[config.mk]
export PLATFORM = sky130hd
export DESIGN_NAME = longest_remaining_time_scheduler_top
export DESIGN_NICKNAME = d
export VERILOG_FILES = /design/src/rtl/lrt_pkg.sv /design/src/rtl/lrt_table.sv /design/src/rtl/lrt_pick.sv /design/src/rtl/longest_remaining_time_scheduler_top.sv
export SDC_FILE = /design/constraint.sdc
export NUM_CORES = 1
export LEC_CHECK = 0
export BUFFER_PORTS_ARGS = -buffer_cell sky130_fd_sc_hd__clkbuf_2
export CAP_MARGIN = 30
export CORE_ASPECT_RATIO = 0.5
export CORE_MARGIN = 2
export CORE_UTILIZATION = 60
export DETAILED_ROUTE_END_ITERATION = 7
export PLACE_DENSITY = 0.77
export RECOVER_POWER = 50
export SKIP_CTS_REPAIR_TIMING = 1
export SYNTH_ARGS = -nofsm -noshare
export SYNTH_HDL_FRONTEND = slang
export SYNTH_SLANG_ARGS = --single-unit
[constraint.sdc]
create_clock -name clk -period 5.2 [get_ports clk]
set_input_delay 0.26 -clock clk [delete_from_list [all_inputs] [get_ports clk]]
set_output_delay 0.26 -clock clk [all_outputs]
set_load 0.02 [all_outputs]
[src/rtl/lrt_pkg.sv]
`timescale 1ns / 1ps
// ----------------------------------------------------------------------------
// lrt_pkg: shared types and constants for the longest-remaining-time scheduler
// Field widths, the sequencer state encoding, and the structs that run between
// the process table, the selection unit and the top level.
// ----------------------------------------------------------------------------
package lrt_pkg;

  localparam int MAX_PROCESSES_DEF = 16;
  localparam int ID_W              = 8;
  localparam int TIME_W            = 16;

  // Operation codes
  localparam logic OP_LOAD = 1'b0;
  localparam logic OP_TICK = 1'b1;

  // Sequencer states, one-hot
  typedef enum logic [2:0] {
    ST_IDLE   = 3'b001,
    ST_SCAN   = 3'b010,
    ST_FINISH = 3'b100
  } state_t;

  // Table write request: a load fills a whole slot, a decrement touches
  // only the remaining time.
  typedef struct packed {
    logic              load_en;
    logic              dec_en;
    logic [ID_W-1:0]   id;
    logic [TIME_W-1:0] arrival;
    logic [TIME_W-1:0] remaining;
  } table_wr_t;

  // One slot as read back from the table during a scan
  typedef struct packed {
    logic              vld;
    logic [ID_W-1:0]   id;
    logic [TIME_W-1:0] arrival;
    logic [TIME_W-1:0] remaining;
  } slot_rd_t;

endpackage

[src/rtl/lrt_table.sv]
`timescale 1ns / 1ps
// ----------------------------------------------------------------------------
// lrt_table: process table memory
// Holds id, arrival time and remaining time per slot. One write port, one
// read port with registered read data.
// ----------------------------------------------------------------------------
module lrt_table import lrt_pkg::*; #(
  parameter int MAX_PROCESSES = MAX_PROCESSES_DEF,
  parameter int IDX_W         = (MAX_PROCESSES > 1) ? $clog2(MAX_PROCESSES) : 1
) (
  input  logic             clk,
  input  table_wr_t        wr,
  input  logic [IDX_W-1:0] wr_addr,
  input  logic [IDX_W-1:0] rd_addr,
  output logic [ID_W-1:0]   rd_id,
  output logic [TIME_W-1:0] rd_arrival,
  output logic [TIME_W-1:0] rd_remaining
);

  logic [ID_W-1:0]   id_mem  [MAX_PROCESSES];
  logic [TIME_W-1:0] arr_mem [MAX_PROCESSES];
  logic [TIME_W-1:0] rem_mem [MAX_PROCESSES];

  // Write port
  always_ff @(posedge clk) begin
    if (wr.load_en) begin
      id_mem[wr_addr]  <= wr.id;
      arr_mem[wr_addr] <= wr.arrival;
    end
    if (wr.load_en || wr.dec_en) begin
      rem_mem[wr_addr] <= wr.remaining;
    end
  end

  // Registered read port
  always_ff @(posedge clk) begin
    rd_id        <= id_mem[rd_addr];
    rd_arrival   <= arr_mem[rd_addr];
    rd_remaining <= rem_mem[rd_addr];
  end

endmodule

[src/rtl/lrt_pick.sv]
`timescale 1ns / 1ps
// ----------------------------------------------------------------------------
// lrt_pick: shared selection unit
// Takes one slot per cycle, keeps the eligible slot with the largest
// remaining time (first one wins a tie) and counts slots with work left.
// ----------------------------------------------------------------------------
module lrt_pick import lrt_pkg::*; #(
  parameter int MAX_PROCESSES = MAX_PROCESSES_DEF,
  parameter int IDX_W         = (MAX_PROCESSES > 1) ? $clog2(MAX_PROCESSES) : 1,
  parameter int CNT_W         = $clog2(MAX_PROCESSES + 1)
) (
  input  logic              clk,
  input  logic              rst,
  input  logic              clear,
  input  logic [TIME_W-1:0] now,
  input  slot_rd_t          smp,
  input  logic [IDX_W-1:0]  smp_idx,
  output logic              found,
  output logic [TIME_W-1:0] best,
  output logic [IDX_W-1:0]  pick_idx,
  output logic [ID_W-1:0]   best_id,
  output logic [CNT_W-1:0]  nz_cnt
);

  logic eligible;
  logic take;

  // One compare chain: eligibility, then larger-than-best
  assign eligible = (smp.arrival <= now) && (smp.remaining != '0);
  assign take     = smp.vld && eligible && (!found || (smp.remaining > best));

  always_ff @(posedge clk) begin
    if (rst || clear) begin
      found  <= 1'b0;
      nz_cnt <= '0;
    end else begin
      if (take) begin
        found <= 1'b1;
      end
      if (smp.vld && (smp.remaining != '0)) begin
        nz_cnt <= nz_cnt + CNT_W'(1);
      end
    end
  end

  // Winner payload
  always_ff @(posedge clk) begin
    if (take) begin
      best     <= smp.remaining;
      pick_idx <= smp_idx;
      best_id  <= smp.id;
    end
  end

endmodule

[src/rtl/longest_remaining_time_scheduler_top.sv]
`timescale 1ns / 1ps
// ----------------------------------------------------------------------------
// longest_remaining_time_scheduler_top: preemptive LRTF scheduler
// A load transaction (operation = 0) stores a process in the next free slot
// and gives no result; a full table ignores it. A tick transaction
// (operation = 1) picks, among arrived processes with work left, the one with
// the most remaining time (lowest slot on a tie), runs it for one tick and
// returns one result transaction: the tick time, busy flag, chosen id,
// new-segment flag and all-done flag. Idle ticks only advance time, which
// saturates at its maximum.
// A load is written into the table as it is accepted. A tick runs from acceptance
// through the SCAN and FINISH states to out_valid: the sequencer walks the loaded
// slots one per cycle through the single table read port into one comparator.
// in_ready is high only while the sequencer is idle.
// The result sits in an output register; the next transaction may be taken
// while it waits. A tick that finishes while the receiver stalls holds until
// the output register frees.
// Reset clears slot count, time, last-run id and the handshake state; table
// contents are undefined until loaded.
// ----------------------------------------------------------------------------
module longest_remaining_time_scheduler_top import lrt_pkg::*; #(
  parameter int MAX_PROCESSES = MAX_PROCESSES_DEF
) (
  input  logic              clk,
  input  logic              rst,
  input  logic              in_valid,
  output logic              in_ready,
  input  logic              operation,
  input  logic [ID_W-1:0]   process_id,
  input  logic [TIME_W-1:0] arrival_time,
  input  logic [TIME_W-1:0] burst_length,
  output logic              out_valid,
  input  logic              out_ready,
  output logic [TIME_W-1:0] tick_time,
  output logic              busy_res,
  output logic [ID_W-1:0]   chosen_id,
  output logic              new_segment,
  output logic              all_done
);

  localparam int IDX_W = (MAX_PROCESSES > 1) ? $clog2(MAX_PROCESSES) : 1;
  localparam int CNT_W = $clog2(MAX_PROCESSES + 1);

  state_t state, state_next;

  logic [CNT_W-1:0]  slot_count;
  logic [TIME_W-1:0] current_tick;
  logic [ID_W-1:0]   last_run_id;
  logic              have_last_run;

  logic [CNT_W-1:0]  scan_addr;
  logic              issue;
  logic              issue_d;
  logic [IDX_W-1:0]  idx_d;

  logic in_fire, out_fire, load_fire, tick_fire, out_free, finish_go;
  logic table_full;

  table_wr_t         wr;
  logic [IDX_W-1:0]  wr_addr;
  logic [ID_W-1:0]   rd_id;
  logic [TIME_W-1:0] rd_arrival;
  logic [TIME_W-1:0] rd_remaining;
  slot_rd_t          smp;

  logic              found;
  logic [TIME_W-1:0] best;
  logic [IDX_W-1:0]  pick_idx;
  logic [ID_W-1:0]   best_id;
  logic [CNT_W-1:0]  nz_cnt;
  logic              done_now;

  // Handshake decode
  assign in_ready   = (state == ST_IDLE);
  assign in_fire    = in_valid && in_ready;
  assign out_fire   = out_valid && out_ready;
  assign load_fire  = in_fire && (operation == OP_LOAD);
  assign tick_fire  = in_fire && (operation == OP_TICK);
  assign out_free   = !out_valid || out_ready;
  assign finish_go  = (state == ST_FINISH) && out_free;
  assign table_full = (slot_count == CNT_W'(MAX_PROCESSES));

  // Scan issue: one slot address per cycle
  assign issue = (state == ST_SCAN) && (scan_addr < slot_count);

  // Sequencer
  always_comb begin
    state_next = state;
    unique case (state)
      ST_IDLE: begin
        if (tick_fire) state_next = ST_SCAN;
      end
      ST_SCAN: begin
        if (!issue && !issue_d) state_next = ST_FINISH;
      end
      ST_FINISH: begin
        if (out_free) state_next = ST_IDLE;
      end
      default: state_next = ST_IDLE;
    endcase
  end

  always_ff @(posedge clk) begin
    if (rst) begin
      state     <= ST_IDLE;
      scan_addr <= '0;
      issue_d   <= 1'b0;
    end else begin
      state   <= state_next;
      issue_d <= issue;
      if (tick_fire) begin
        scan_addr <= '0;
      end else if (issue) begin
        scan_addr <= scan_addr + CNT_W'(1);
      end
    end
  end

  always_ff @(posedge clk) begin
    idx_d <= scan_addr[IDX_W-1:0];
  end

  // Table write: load fills a slot, finish decrements the winner
  always_comb begin
    wr.load_en   = load_fire && !table_full;
    wr.dec_en    = finish_go && found;
    wr.id        = process_id;
    wr.arrival   = arrival_time;
    wr.remaining = wr.load_en ? burst_length : (best - TIME_W'(1));
    wr_addr      = wr.load_en ? slot_count[IDX_W-1:0] : pick_idx;
  end

  lrt_table #(
    .MAX_PROCESSES (MAX_PROCESSES),
    .IDX_W         (IDX_W)
  ) u_table (
    .clk          (clk),
    .wr           (wr),
    .wr_addr      (wr_addr),
    .rd_addr      (scan_addr[IDX_W-1:0]),
    .rd_id        (rd_id),
    .rd_arrival   (rd_arrival),
    .rd_remaining (rd_remaining)
  );

  assign smp = '{vld: issue_d, id: rd_id, arrival: rd_arrival, remaining: rd_remaining};

  lrt_pick #(
    .MAX_PROCESSES (MAX_PROCESSES),
    .IDX_W         (IDX_W),
    .CNT_W         (CNT_W)
  ) u_pick (
    .clk      (clk),
    .rst      (rst),
    .clear    (tick_fire),
    .now      (current_tick),
    .smp      (smp),
    .smp_idx  (idx_d),
    .found    (found),
    .best     (best),
    .pick_idx (pick_idx),
    .best_id  (best_id),
    .nz_cnt   (nz_cnt)
  );

  // Done after this tick: nothing left, or only the winner with its last tick
  assign done_now = (nz_cnt == '0) ||
                    (found && (nz_cnt == CNT_W'(1)) && (best == TIME_W'(1)));

  // Scheduler state
  always_ff @(posedge clk) begin
    if (rst) begin
      slot_count    <= '0;
      current_tick  <= '0;
      last_run_id   <= '0;
      have_last_run <= 1'b0;
    end else begin
      if (wr.load_en) begin
        slot_count <= slot_count + CNT_W'(1);
      end
      if (finish_go) begin
        if (current_tick != '1) begin
          current_tick <= current_tick + TIME_W'(1);
        end
        if (found) begin
          last_run_id   <= best_id;
          have_last_run <= 1'b1;
        end
      end
    end
  end

  // Output register
  always_ff @(posedge clk) begin
    if (rst) begin
      out_valid <= 1'b0;
    end else if (finish_go) begin
      out_valid <= 1'b1;
    end else if (out_fire) begin
      out_valid <= 1'b0;
    end
  end

  always_ff @(posedge clk) begin
    if (finish_go) begin
      tick_time   <= current_tick;
      busy_res    <= found;
      chosen_id   <= found ? best_id : '0;
      new_segment <= found && (!have_last_run || (last_run_id != best_id));
      all_done    <= done_now;
    end
  end

  // Checks
  a_tick_starts_scan: assert property (@(posedge clk) disable iff (rst)
    tick_fire |=> (state == ST_SCAN))
    else $error("tick transaction did not start a scan");

  a_scan_bound: assert property (@(posedge clk) disable iff (rst)
    (state == ST_SCAN) |-> (scan_addr <= slot_count))
    else $error("scan address ran past slot count");

  a_slot_bound: assert property (@(posedge clk) disable iff (rst)
    slot_count <= CNT_W'(MAX_PROCESSES))
    else $error("slot count exceeds table depth");

  a_idle_result: assert property (@(posedge clk) disable iff (rst)
    (out_valid && !busy_res) |-> ((chosen_id == '0) && !new_segment))
    else $error("idle tick reported a process");

endmodule
==> results.yml <==
run:
  drv_cap: 1
synth:
  avgSynthCellArea_um2: 20.4
  synth_area_um2: 30500
  ys_ff_latch: 785
  syn_nets: 1585
  async_reset_ff_share_pct: 0
  synth_compound_area_share_pct: 1.65
  ys_seq_area_share_pct: 74.4
  synth_top_family_by_area: "multiplexers"
  synth_edf_count: 695
  synth.distinct_cells: 62
  ys.flop_type: "edfxtp_1"
  muxShareOfSynthArea_pct: 15.2
  yosysWarnings: 0
  synth_xor_area_share_pct: 1.29
  synth-simple-area-share_pct: 3.90
  synthCells: 1495
  synthAdderAreaFrac_pct: 1.85
worst_setup_path:
  arrival_ps: 4380
  end_kind: "flip-flop"
  critPathRequiredTime_ps: 5480
  path_buf_inv: 3
  crit_path_start_kind: "flip-flop"
  critPathKind: "reg2reg"
  path_max_fanout: 27
  cp_slowest_stage_delay_ps: 880
  cp_common_cell: "clkbuf_1"
  path_cells: "inv_1, ha_1, nor4bb_1, and4bb_1, clkbuf_1, nand2_1, o21ai_0, clkbuf_1"
  cpMaxStageDelayCell: "and4bb_1"
  critPathTopFamily: "buffers and inverters"
clock_network:
  clk_pin_slew_ps: 60
  clock_sinks: 785
  tritoncts: "yes"
  clock_path_buffers: 3
  htree_num_levels: 3
  cts_root_buf: "clkbuf_16"
  cts_buffers: 67
  clk_latency_ps: 600
outcome:
  outcome: "finished with violations"
  violations: "capacitance limit, slew limit"
final_layout:
  drive_gt1_share_pct: 23.3
  finalInstanceArea_um2: 33900
  multi_input_area_um2: 7310
  layout_commonest_cell: "edfxtp_1"
  layout.area.seq_um2: 22700
  nFillCells: 3104
  fin_nets: 1721
  area_delta_synth_final_pct: 11.3
  layout_common_cells: "edfxtp_1, mux4_2, dfxtp_1"
global_route:
  grt_pass1_wl_mm: 99.6
  grt_overflow: 0
  grt_max_degree: 109
  track_usage_pct: 26.2
  antenna_found_initial: 1
  grt_pass1_vias: 15600
timing:
  timing.final.max_slew_violations: 44
  relSlewSlack_pct: -141
  worst-slew-pin-transition_ps: 3610
  min_period_ps: 4110
  rsz0062_at_grt: "false"
  fin_crit_sh_pct: 79.0
  skew_ps: 21.8
  clock.fmax_ghz: 0.243
  finalSetupViolCount: 0
  setup_tns_ps: 0
  hold_viol: 0
detailed_routing:
  vias_per_cell: 6.37
  drc: 0
  postRouteAntennaNets: 0
  wirelength_mm: 66.7
  drt-initial-drc-count: 2023
  first_pass_iters: 5
  detail_route.wl_per_cell_um: 28.1
  num_vias: 15100
pwr:
  ir_drop_mv: 0.243
  power_density_nw_per_um2: 357
  leakagePower_uw: 0.0106
die:
  dieArea_um2: 52700
  rows: 58
  start_util_pct: 60.7
  dieWidth_um: 323
  core_area_um2: 50200
  die_h_um: 163
  ios: 74
placement:
  gp_congestion: 0.868
  place_hpwl_mm: 38.3
  io_buffer_count: 73
  place_area_um2: 31900
hold_path:
  holdCritPathClass: "in2reg"
-- registers in the layout (all words and copies together) (netlist names), 4 cells and up --
register and cells:
current_tick 16, u_table.rd_arrival 16, u_table.rd_remaining 16, u_pick.best 16, u_table.arr_mem 256, idx_d 4
u_table.id_mem 128, u_table.rd_id 8, u_table.rem_mem 256, slot_count 5, scan_addr 5, u_pick.best_id 8
last_run_id 8, u_pick.nz_cnt 5, chosen_id 8, u_pick.pick_idx 4, tick_time 16
-- layout make-up --
| cell class | instances | share of cell area [%] |
|---|---|---|
| Tap cell | 690 | 2.55 |
| Timing Repair Buffer | 128 | 2.17 |
| Clock buffer | 93 | 5.57 |
| Clock inverter | 31 | 0.753 |
| Inverter | 49 | 0.542 |
| Antenna cell | 1 | 0.00738 |
| Sequential cell | 785 | 66.9 |
| Multi-Input combinational cell | 600 | 21.5 |
-- cells in the mapped netlist, types with 3 or more instances --
| cell | count | area share, % |
|---|---|---|
| xor2_1 | 6 | 0.17 |
| nor3_1 | 15 | 0.25 |
| buf_4 | 6 | 0.15 |
| buf_6 | 9 | 0.33 |
| nand3_1 | 16 | 0.26 |
| ha_1 | 45 | 1.8 |
| xnor2_1 | 39 | 1.1 |
| nor4_1 | 15 | 0.31 |
| a211oi_1 | 3 | 0.074 |
| dfxtp_1 | 90 | 5.9 |
| nor2b_1 | 4 | 0.082 |
| and2_1 | 10 | 0.21 |
| inv_1 | 49 | 0.60 |
| a21o_1 | 7 | 0.17 |
| buf_2 | 13 | 0.21 |
| edfxtp_1 | 695 | 69 |
| or4_1 | 3 | 0.074 |
| o21ai_0 | 14 | 0.23 |
| a21oi_1 | 23 | 0.38 |
| nor2_1 | 80 | 0.99 |
| mux2i_1 | 11 | 0.36 |
| nand2_1 | 30 | 0.37 |
| and3_1 | 3 | 0.062 |
| nand4_1 | 17 | 0.35 |
| a2111oi_0 | 4 | 0.11 |
| a31oi_1 | 7 | 0.14 |
| buf_1 | 5 | 0.062 |
| mux4_2 | 200 | 15 |
| or3_1 | 3 | 0.062 |
| clkbuf_1 | 28 | 0.35 |
-- per-stage QoR --
stage,hold slack [ps],util [%],worst slack [ps],instances,power (uW)
2_1_floorplan,352,-,858,1495,7160
3_3_place_gp,389,63.4,2100,2248,7270
3_5_place_dp,393,63.4,1850,2248,7290
4_1_cts,-29.6,67.7,1810,2372,12200
5_1_grt,6.40,67.5,828,2377,12400
6_report,4.50,67.5,1090,2377,12100
-- logic make-up (layout without fill, tap and decap cells) --
family / after synthesis / after routing
xor+xnor: 45 / 45
simple gates: 220 / 220
fa+ha+maj: 45 / 45
flops: 785 / 785
other cells: 0 / 1
mux: 212 / 212
buf+inv: 110 / 301
compound gates: 78 / 78
-- worst reg2reg max path: stages, from the launching register on --
cell	delay [ps]
dfxtp_1	670
inv_1	200
ha_1	240
nor4bb_1	130
and4bb_1	880
clkbuf_1	750
nand2_1	140
o21ai_0	130
clkbuf_1	640
-- per-layer routing --
metal,global-route usage (%),vias to the layer above,wire length (um)
li1,-,6347,-
met4,7.51,0,1540
met5,0,-,0
met2,42.8,772,33500
met1,37.2,7908,26400
met3,4.30,104,5330
-- report_power, final --
part	leakage [uW]	switching, uW	internal, uW
registers	0.00696	24.0	6890
clock network	0.00106	2230	2720
logic	0.00253	170	69.5
-- final timing paths --
check / to / slack [ps] / depth (start not counted) / from
max: u_table.rem_mem[14][7]$_DFFE_PP_ / 1090 / 8 / slot_count[0]$_SDFFE_PP0P_
min: state[1]$_SDFFE_PP0P_ / 5 / 3 / operation
max reg2reg: u_table.rem_mem[14][7]$_DFFE_PP_ / 1090 / 8 / slot_count[0]$_SDFFE_PP0P_
min reg2reg: u_pick.pick_idx[0]$_DFFE_PP_ / 410 / 0 / idx_d[0]$_DFF_P_
Note: power is estimated with default switching activity, not from simulation.
